<file path="src/rtl/mic_pkg.sv">
// Shared types, codes and constants of the masked interval coordinate mapper.
package mic_pkg;

    // Widths fixed by the item fields.
    localparam int POS_BITS = 20;
    localparam int LEN_BITS = POS_BITS + 1;
    localparam int MRL_BITS = 21;
    localparam int OPC_BITS = 3;

    // Default table depth.
    localparam int MAX_INTERVALS = 64;

    // Depth of the command queue between front and back; a power of two.
    localparam int QDEPTH = 2;
    localparam int QPTR_BITS = $clog2(QDEPTH);

    // Packed widths of the stream payloads.
    localparam int IN_DATA_BITS = 24;
    localparam int IN_USER_BITS = 3;
    localparam int OUT_DATA_BITS = 24;

    // Input operation codes.
    typedef enum logic [OPC_BITS-1:0] {
        OP_SYMBOL = 3'd0,
        OP_END    = 3'd1,
        OP_O2S    = 3'd2,
        OP_S2O    = 3'd3,
        OP_MASK   = 3'd4,
        OP_CLEAR  = 3'd5
    } op_t;

    // Result status codes.
    typedef enum logic [1:0] {
        ST_OK        = 2'd0,
        ST_MASKED    = 2'd1,
        ST_RANGE     = 2'd2,
        ST_NOT_FINAL = 2'd3
    } status_t;

    // Back-end sequencer states.
    typedef enum logic [1:0] {
        BK_IDLE,
        BK_WALK,
        BK_EMIT
    } bk_state_t;

    // One classified command as it travels through the queue.
    typedef struct packed {
        op_t                 op;
        logic                masked;
        logic [POS_BITS-1:0] pos;
    } cmd_t;

    // One stored interval; the length is kept to save a subtract per step.
    typedef struct packed {
        logic [LEN_BITS-1:0] iv_len;
        logic [POS_BITS-1:0] iv_end;
        logic [POS_BITS-1:0] iv_start;
    } interval_t;

    localparam int IV_BITS = $bits(interval_t);

endpackage

</file>
<file path="src/rtl/mic_front.sv">
// Front end: accepts input items, classifies them and queues the commands.
module mic_front (
    input  logic                              clk,
    input  logic                              rst_n,
    input  logic                              s_valid,
    output logic                              s_ready,
    input  logic [mic_pkg::IN_DATA_BITS-1:0]  s_data,
    input  logic [mic_pkg::IN_USER_BITS-1:0]  s_user,
    output logic                              q_valid,
    input  logic                              q_pop,
    output mic_pkg::cmd_t                     q_cmd
);

    mic_pkg::cmd_t                   entry_reg [mic_pkg::QDEPTH];
    logic [mic_pkg::QPTR_BITS-1:0]   wr_ptr_reg;
    logic [mic_pkg::QPTR_BITS-1:0]   rd_ptr_reg;
    logic [mic_pkg::QPTR_BITS:0]     cnt_reg;
    logic [mic_pkg::QPTR_BITS:0]     cnt_next;
    mic_pkg::cmd_t                   cmd;
    logic                            accept;
    logic                            keep;
    logic                            push;
    logic                            pop;

    assign s_ready = (cnt_reg != (mic_pkg::QPTR_BITS + 1)'(mic_pkg::QDEPTH));
    assign accept  = s_valid && s_ready;

    // Classify the item; unused opcodes are taken and dropped.
    always_comb
    begin
        cmd.op     = mic_pkg::op_t'(s_user[mic_pkg::OPC_BITS-1:0]);
        cmd.masked = s_data[0];
        cmd.pos    = s_data[mic_pkg::POS_BITS:1];
        case (s_user[mic_pkg::OPC_BITS-1:0])
            mic_pkg::OP_SYMBOL, mic_pkg::OP_END, mic_pkg::OP_O2S,
            mic_pkg::OP_S2O, mic_pkg::OP_MASK, mic_pkg::OP_CLEAR:
                keep = 1'b1;
            default:
                keep = 1'b0;
        endcase
    end

    assign push = accept && keep;
    assign pop  = q_pop && q_valid;

    assign q_valid = (cnt_reg != '0);
    assign q_cmd   = entry_reg[rd_ptr_reg];

    // Queue occupancy.
    always_comb
    begin
        cnt_next = cnt_reg;
        if (push && !pop)
        begin
            cnt_next = cnt_reg + 1'b1;
        end
        else if (pop && !push)
        begin
            cnt_next = cnt_reg - 1'b1;
        end
    end

    // Queue pointers and count.
    always_ff @(posedge clk or negedge rst_n)
    begin
        if (!rst_n)
        begin
            wr_ptr_reg <= '0;
            rd_ptr_reg <= '0;
            cnt_reg    <= '0;
        end
        else
        begin
            if (push)
            begin
                wr_ptr_reg <= wr_ptr_reg + 1'b1;
            end
            if (pop)
            begin
                rd_ptr_reg <= rd_ptr_reg + 1'b1;
            end
            cnt_reg <= cnt_next;
        end
    end

    // Queue storage.
    always_ff @(posedge clk)
    begin
        if (push)
        begin
            entry_reg[wr_ptr_reg] <= cmd;
        end
    end

endmodule

</file>
<file path="config.mk">
export PLATFORM = sky130hd
export DESIGN_NAME = mic_front
export DESIGN_NICKNAME = d
export VERILOG_FILES = /design/src/rtl/mic_pkg.sv /design/src/rtl/mic_front.sv
export SDC_FILE = /design/constraint.sdc
export NUM_CORES = 1
export LEC_CHECK = 0
export ABC_AREA = 1
export BUFFER_PORTS_ARGS = -buffer_cell sky130_fd_sc_hd__buf_2
export CORE_UTILIZATION = 35
export DETAILED_ROUTE_END_ITERATION = 7
export PLACE_DENSITY = 0.53
export SETUP_SLACK_MARGIN = 0.15
export SLEW_MARGIN = 5
export SYNTH_ARGS = -nofsm -noshare
export SYNTH_HDL_FRONTEND = slang
export SYNTH_SLANG_ARGS = --single-unit
</file>
<file path="constraint.sdc">
create_clock -name clk -period 3.6 [get_ports clk]
set_input_delay 0.36 -clock clk [delete_from_list [all_inputs] [get_ports clk]]
set_output_delay 0.36 -clock clk [all_outputs]
set_load 0.05 [all_outputs]
</file>
==> results of run 1 <==
[worst reg2reg max path, cell delays in order, from the launching register on]
cell and delay (ns):
dfrtp_1 0.40, inv_2 0.07, nand2_2 0.08, nand4_1 0.10
inv_1 0.74
[layout by cell type, fill, tap and decap left out]
master,synthesis,layout
nand2_1,77,77
buf_2,0,53
edfxtp_1,48,48
nand2_2,7,7
inv_1,6,6
clkbuf_8,0,5
dfrtp_1,4,4
nand4_1,2,2
nand3_1,2,2
inv_8,1,1
inv_2,1,1
nand3_2,1,1
nor2_2,0,1
xnor2_1,1,1
ha_1,1,1
bufinv_16,0,1
clkbuf_1,0,1
clkinv_2,0,1
dlygate4sd3_1,0,1
buf_4,1,1
[cells in the mapped netlist]
library cell | n | area, µm²
nand2_2 | 7 | 43.8
inv_2 | 1 | 3.75
nand2_1 | 77 | 289
buf_6 | 3 | 33.8
buf_4 | 1 | 7.51
dfrtp_1 | 4 | 100
inv_1 | 6 | 22.5
nand4_1 | 2 | 12.5
nand3_1 | 2 | 10.0
buf_8 | 1 | 15.0
inv_8 | 1 | 11.3
nand3_2 | 1 | 10.0
nor2_1 | 1 | 3.75
ha_1 | 1 | 12.5
edfxtp_1 | 48 | 1440
xnor2_1 | 1 | 8.76
[worst paths after layout]
path / depth (start not counted) / end / slack, ns / startpoint
max in group asynchronous: 2 / rd_ptr_reg$_DFFE_PN0P_ / 3.09 / rst_n
min in group asynchronous: 2 / wr_ptr_reg$_DFFE_PN0P_ / 0.39 / rst_n
worst min-delay path: 1 / entry_reg[1][2]$_DFFE_PP_ / 0.25 / s_data[3]
worst max-delay path: 4 / q_cmd[12] / 1.31 / rd_ptr_reg$_DFFE_PN0P_
worst min register to register: 2 / wr_ptr_reg$_DFFE_PN0P_ / 0.49 / wr_ptr_reg$_DFFE_PN0P_
worst max register to register: 4 / entry_reg[0][13]$_DFFE_PP_ / 1.83 / cnt_reg[0]$_DFFE_PN0P_
[report_power, final]
group | leakage, nW | total (W) | switching (W) | internal, W
clock | 0.0552 | 0.000380 | 0.000174 | 0.000206
combinational | 0.534 | 0.00101 | 0.000796 | 0.000214
sequential | 0.491 | 0.000880 | 0.0000850 | 0.000795
[routing by layer]
metal  vias up  global-route usage, %  share of wire [%]
li1        627                      -                  -
met1       552                   12.9                 42
met2        34                   20.4                 50
met3         5                   4.19                6.7
met4         0                   3.89                1.2
met5         -                      0                  0
[per-stage QoR]
stage	instances	total power (W)
2_1_floorplan	157	0.00173
5_1_grt	287	0.00240
6_report	287	0.00227
3_5_place_dp	278	0.00192
3_3_place_gp	278	0.00192
4_1_cts	287	0.00231
[final cells by class]
class / count / area (µm²)
clock buffer: 6 / 72.6
clock inverter: 2 / 35.0
fill: 529 / 3090
inverter: 8 / 37.5
multi-input combinational: 92 / 393
sequential: 52 / 1540
tap: 72 / 90.1
timing repair buffer: 55 / 283
[logic make-up after synthesis]
group / count (synthesis)
AND/OR/NAND/NOR: 90
adder cells (fa/ha/maj): 1
buffers and inverters: 13
flip-flops: 52
XOR/XNOR: 1
[timing repair]
action                    CTS  global route
hold buffers                1             0
resized for setup           0             0
hold endpoints to repair    4             0
==> metrics, run 1 <==
I/O Buffers 53; hold slack 0.246 ns; row count 27; Placement Setup Slack 1.59 ns; vias 1218; RSZ-0062 raised after global routing no; Peak supply drop 0.000377 V; FMAX 437 MHz; Synth Warn # 0; Final nets 246; total negative slack 0 ns; Die Width 78.1 µm; Initial DRT Pass Iterations 4; Die Ht 78.1 µm; grt ovf 0; Critical-path top delay cell dfrtp_1; Post-Synth Simple-Gate Area 18.2%; crit-path leading delay family flip-flops; Critical Path AT 1.93 ns; clock buffer count from CTS 5; number of nets with antenna violations after routing 0; WL/cell 11.4 µm; PD cells 926 nW/µm²; DP Area 2330 µm²; clock sink total 52; DRT iter0 DRCs 56; Area Growth Syn to Fin 21.1%; fin area 2450 µm²; final setup fails 0; initial antenna violation count 0; Clock Tree Root clkbuf_8; effective utilization at floorplan 36.6%; most used cell, CP nand2_1; Req. time, crit path 3.24 ns; multiplexer share of the synthesized area 0%; fin util 44.3%; max_cap viols 0; DP HPWL 2040 µm; post-synthesis sequential area ratio 76.1%; adder-cell share of the synthesized area 0.618%; # diodes 0; P_leak 1.08 nW; count of cell types in the netlist 16; first-pass GRT wire length 5220 µm; Clock Path Buffers 2; worst min path class primary input to flop; TritonCTS clock tree done; CP peak stage delay 1.03 ns; via density per instance 4.24; status complete, no violations; GPL Wtd Cong 0.724; clk slew on worst S/H paths 0.09 ns; Cells after Synth 157; setup bufs post-CTS 0; vias in the first global route 1121; Largest register FFs 48; largest family of logic cells by synthesized area simple AND/OR/NAND/NOR gates; synthesized area 2030 µm²; layout cells sized above 1 33.5%; slack of the critical path 1.31 ns; Synthesized Nets 189; Final Max Slew Viols 0; worst clock skew 0.00536 ns; worst skew pair latency 0.29 ns; CTS H-tree lvls 2; CP cell instances inv_8, nand2_1, nand2_1, buf_2; I/O Pins 57; CP Launch Type flop; Synth Register Bits 52; gr usage total 11.6%; Final Critical Period 2.29 ns; final count of hold timing violations 0; xor/xnor share of the synthesized area 0.432%; Die ar. 6100 µm²; final worst-path cycle share 63.6%; Worst-Margin Slew 1.04 ns; fraction of the mapped netlist area in compound gates 0%; Mean Syn Cell Area 12.9 µm²; Post-Route WL 3260 µm; DRC 0; largest net degree at the start of global routing 27; worst slew margin relative to its limit 30.5%; worst path bufs/invs 2; critical path class flop to primary output; element type at the critical path end primary output; Core Box Area 5540 µm²; crit path max fanout 26
Note: power is estimated with default switching activity, not from simulation.
==> run 2, diff against run 1 <==
PLACE_DENSITY = 0.56   (was 0.53)
clock period = 2 ns   (was 3.6 ns; I/O delays follow)
==> run 2 against run 1 <==
Net effect: wire length grew 4.9%; largest cell class unchanged; final cell count up 1.4%; total power is 76% higher; count of clock-buffer cells in the layout fell by 1; critical endpoint is now q_cmd[13]; combinational power up 93%; via count rose by 4.2%; largest power group unchanged; final area grew 0.41%; critical path depth stayed put.
==> metrics, run 2 (synthesis gave the netlist of run 1 again) <==
GPL Wtd Cong 0.740; fin area 2460 µm²; I/O Buffers 53; most used cell, CP nand2_1; DP HPWL 2250 µm; clk slew on worst S/H paths 0.09 ns; initial antenna violation count 0; Final nets 250; worst min path class primary input to flop; vias in the first global route 1239; Die Width 78.1 µm; commonest cells after routing, fill and taps aside nand2_1 (77), buf_2 (53), edfxtp_1 (48); hold slack 0.0877 ns; final setup fails 0; RSZ-0062 raised after global routing no; status complete, no violations; TritonCTS clock tree done; I/O Pins 57; PD cells 1630 nW/µm²; effective utilization at floorplan 36.6%; gr usage total 11.9%; Die ar. 6100 µm²; commonest non-fill, non-tap cell in the layout nand2_1; critical path class flop to primary output; DRT iter0 DRCs 47; CTS H-tree lvls 2; DRC 0; P_leak 1.09 nW; WL/cell 11.8 µm; Clock Tree Root clkbuf_8; Clock Path Buffers 2; DP Area 2370 µm²; row count 27; via density per instance 4.36; clock buffer count from CTS 5; Req. time, crit path 1.80 ns; CP Launch Type flop; Die Ht 78.1 µm; element type at the critical path end primary output; Critical Path AT 1.41 ns; placed cells 282; worst slew margin relative to its limit 77.8%; vias 1269; Worst-Margin Slew 0.333 ns; Post-Route WL 3420 µm; layout cells sized above 1 34.7%; worst skew pair latency 0.29 ns; Initial DRT Pass Iterations 4; Final Critical Period 1.61 ns; final std cells w/o fill 291; max_cap viols 0; CP cell instances buf_4, nand2_1, nand2_1, buf_2; Critical-path top delay cell dfrtp_1; total negative slack 0 ns; Peak supply drop 0.000680 V; fin util 44.4%; Final Max Slew Viols 0; crit path max fanout 13; final worst-path cycle share 80.5%; Core Box Area 5540 µm²; number of nets with antenna violations after routing 0; final count of hold timing violations 0; CP peak stage delay 0.47 ns; Largest register FFs 48; Area Growth Syn to Fin 21.6%; setup bufs post-CTS 0; largest net degree at the start of global routing 26; # diodes 0; FMAX 621 MHz; first-pass GRT wire length 5450 µm; worst clock skew 0.00680 ns; clock sink total 52; grt ovf 0
[run 2: per-layer routing]
| layer | global-route usage (%) | share of wire [%] | wire length (µm) | up-vias |
|---|---|---|---|---|
| met1 | 14.2 | 45 | 1560 | 600 |
| met3 | 2.56 | 4.0 | 137 | 5 |
| met4 | 5.56 | 1.4 | 49 | 0 |
| li1 | - | - | - | 638 |
| met2 | 20.4 | 49 | 1680 | 26 |
| met5 | 0 | 0 | 0 | - |
[run 2: layout make-up]
cell class | instances | area (µm²)
Fill cell | 534 | 3080
Sequential cell | 52 | 1540
Multi-Input combinational cell | 92 | 398
Timing Repair Buffer | 59 | 313
Tap cell | 72 | 90.1
Clock buffer | 5 | 68.8
Inverter | 8 | 37.5
Clock inverter | 3 | 13.8
[run 2: worst paths after layout]
kind / from / slack, ns / cells past startpoint / endpoint
max reg2reg: cnt_reg[0]$_DFFE_PN0P_ / 0.59 / 9 / cnt_reg[1]$_DFFE_PN0P_
min in group asynchronous: rst_n / 0.23 / 2 / wr_ptr_reg$_DFFE_PN0P_
max in group asynchronous: rst_n / 1.65 / 2 / rd_ptr_reg$_DFFE_PN0P_
max: rd_ptr_reg$_DFFE_PN0P_ / 0.39 / 4 / q_cmd[13]
min reg2reg: wr_ptr_reg$_DFFE_PN0P_ / 0.49 / 2 / wr_ptr_reg$_DFFE_PN0P_
min: s_data[14] / 0.09 / 1 / entry_reg[1][13]$_DFFE_PP_
[run 2: critical path, delay by kind of cell, from the launching register on]
kind                   cells  cell delay (ns)
AND/OR/NAND/NOR            2             0.15
flip-flops                 1             0.47
buffers and inverters      2             0.51
[run 2: timing repair]
action,in CTS,in global routing
hold buffers,1,0
hold endpoints to repair,4,0
gates resized for setup,0,0
[run 2: where the power goes]
part	switching, W	total (W)	internal (W)
registers	0.0000774	0.00151	0.00143
clock network	0.000315	0.000553	0.000238
logic	0.00153	0.00195	0.000421
total	0.00192	0.00401	0.00209
[run 2: per-stage QoR]
| stage | setup slack (ns) | power (W) |
|---|---|---|
| after detailed placement | 0.587 | 0.00351 |
| after global placement | 0.610 | 0.00350 |
| after global routing | 0.303 | 0.00423 |
| final | 0.391 | 0.00401 |
| after floorplan | 0.293 | 0.00312 |
| after CTS | 0.364 | 0.00406 |
==> run 3, diff against run 2 <==
ABC_AREA = 0   (was 1)
PLACE_DENSITY = 0.53   (was 0.56)
clock period = 1.5 ns   (was 2 ns; I/O delays follow)
==> run 3 against run 2 <==
Net effect: the run now ends with setup timing left; worst hold slack got worse by 0.049 ns; total power grew 56%; critical path type unchanged; clock skew decreased by 0.0047 ns; critical endpoint is now q_cmd[3].
==> metrics, run 3 <==
Critical-path top delay cell dfrtp_2; Worst Reg-to-Reg Cells 6; Die Width 78.4 µm; worst r2r dst cnt_reg[1]$_DFFE_PN0P_; async set-reset flop share out of synthesis 7.69%; Post-Route WL 3370 µm; Sw Pwr 0.00235 W; worst skew pair latency 0.29 ns; worst slew margin relative to its limit 83.4%; Clock Path Buffers 2; GPL Wtd Cong 0.644; vias in the first global route 1108; fraction of power consumed by the clock network 11.7%; element type at the critical path end primary output; clock sink total 52; post-synthesis sequential area ratio 75.4%; Final Max Slew Viols 0; slack of the critical path -0.123 ns; crit path from rd_ptr_reg$_DFFE_PN0P_; I/O Buffers 53; Yosys top cell area share 70.5%; DRC 0; CP Launch Type flop; Clock Tree Root clkbuf_8; DRT iter0 DRCs 21; worst min path class primary input to flop; total negative slack -2.52 ns; RSZ-0062 raised after global routing yes; I/O Pins 57; effective utilization at floorplan 36.7%; fill cell count 483; Synth Warn # 0; DP HPWL 2170 µm; synthesized area 2040 µm²; Die ar. 6150 µm²; Reg area 1540 µm²; TritonCTS clock tree done; clock buffer count from CTS 5; commonest cells after routing, fill and taps aside edfxtp_1 (48), buf_2 (28), buf_6 (24); Hold Crit Start s_data[16]; gr usage total 12.3%; part of the power in registers 32.6%; Mean Syn Cell Area 21.5 µm²; Synthesized Nets 127; Synth Flop Type edfxtp_1; commonest non-fill, non-tap cell in the layout edfxtp_1; largest net degree at the start of global routing 22; Core Box Area 5570 µm²; vias 1059; Pwr Total 0.00625 W; Synth area leader edfxtp_1; FMAX 616 MHz; initial antenna violation count 0; P_leak 1.16 nW; crit path max fanout 5; max_cap viols 0; # diodes 0; Gate power share 55.7%; grt ovf 0; Post-synth top cells edfxtp_1 (48), mux2_4 (19), mux2_2 (5); count of cell types in the netlist 16; Die Ht 78.4 µm; Synth Register Bits 52; Cells after Synth 95; EDFF count, synth 48; Multi-input gate area 492 µm²; number of nets with antenna violations after routing 0; fin area 2890 µm²; via density per instance 4.39; Final Critical Period 1.62 ns; RR Startpoint cnt_reg[1]$_DFFE_PN0P_; first-pass GRT wire length 5400 µm; Peak supply drop 0.00110 V; Worst-Margin Slew 0.251 ns; CP cell instances bufbuf_16, mux2_4, buf_6; WL/cell 14.0 µm; critical path class flop to primary output; Internal 0.00390 W; Worst setup endpoint q_cmd[3]; Initial DRT Pass Iterations 4; Critical Path AT 1.47 ns; Area Growth Syn to Fin 41.1%; final setup fails 24; Final nets 200; final worst-path cycle share 108%; worst clock skew 0.00213 ns; layout cells sized above 1 62.7%; DP Area 2470 µm²; final count of hold timing violations 0; cell with the most instances after synthesis edfxtp_1; PD cells 2160 nW/µm²; switch share 37.6%; ranking of synthesized cells by area edfxtp_1 (71%), mux2_4 (14%), dfrtp_1 (4.9%); clk slew on worst S/H paths 0.08 ns; flop2flop setup slack 0.12 ns; status complete, but fails checks; Req. time, crit path 1.35 ns; Largest register FFs 48; CTS H-tree lvls 2; failing checks setup timing; row count 27; CP peak stage delay 0.44 ns
run 3: changes by cell type after synthesis, sizes merged, moves of 2 or more:
| cell | delta |
|---|---|
| nand2 | -82 |
| mux2 | +24 |
| inv | -6 |
| buf | -2 |
| nand3 | -2 |
| nand4 | -2 |
| nor2 | +2 |
| xnor2 | +2 |
| xor2 | +2 |
run 3: per-layer routing:
layer	routed length [µm]	vias to the layer above	track usage [%]
met5	0	-	0
met4	51	0	5.00
met3	207	7	4.53
met2	1850	35	21.9
met1	1260	514	12.9
li1	-	503	-
run 3: cell families (layout without fill, tap and decap cells):
group | after synthesis | in the layout | synth area share (%)
xor+xnor | 5 | 5 | 2.14
fa+ha+maj | 1 | 1 | 0.612
buf+inv | 5 | 79 | 2.88
flops | 52 | 52 | 75.4
mux | 24 | 24 | 16.7
simple gates | 8 | 8 | 2.26
run 3: layout make-up:
| class | instances | share of cell area, % |
|---|---|---|
| Sequential cell | 52 | 53.5 |
| Inverter | 2 | 0.260 |
| Clock buffer | 7 | 2.65 |
| Clock inverter | 1 | 0.130 |
| Tap cell | 72 | 3.12 |
| Timing Repair Buffer | 69 | 23.3 |
| Multi-Input combinational cell | 38 | 17.0 |
run 3: timing repair:
item	4_1_cts	5_1_grt
gates cloned	3	0
endpoints found under the setup margin	68	26
pin swaps	2	0
setup buffers	5	1
resized for setup	59	3
hold buffers	1	0
endpoints found under the hold margin	4	0
run 3: worst min path at each step:
stage / end / slack (ns) / cells past startpoint
2_1_floorplan: cnt_reg[0]$_DFFE_PN0P_ / -0.15 / 0
3_3_place_gp: wr_ptr_reg$_DFFE_PN0P_ / -0.04 / 1
3_5_place_dp: wr_ptr_reg$_DFFE_PN0P_ / -0.03 / 1
4_1_cts: entry_reg[1][15]$_DFFE_PP_ / 0.03 / 1
5_1_grt: entry_reg[0][2]$_DFFE_PP_ / 0.02 / 1
6_report: entry_reg[1][15]$_DFFE_PP_ / 0.04 / 1
run 3: worst max-delay path: cells and delay by family, from the launching register on:
kind | cells | cell delay [ns]
flops | 1 | 0.44
buf+inv | 2 | 0.43
mux | 1 | 0.30
run 3: power groups by stage:
stage                     clock network (W)  registers [W]  logic (W)
final                              0.000731        0.00203    0.00348
after global routing               0.000823        0.00206    0.00365
after CTS                          0.000757        0.00203    0.00348
after detailed placement                  0        0.00207    0.00261
after global placement                    0        0.00205    0.00258
after floorplan                           0        0.00204    0.00218
run 3: metrics by stage:
step	worst slack, ns	hold WS, ns	util [%]	instances
floorplan	-0.0767	-0.146	-	95
global placement	0.0906	-0.0425	44.4	223
detailed placement	0.0137	-0.0349	44.4	223
CTS	-0.137	0.0303	51.4	240
global route	-0.163	0.0235	51.8	241
finish	-0.123	0.0383	51.8	241
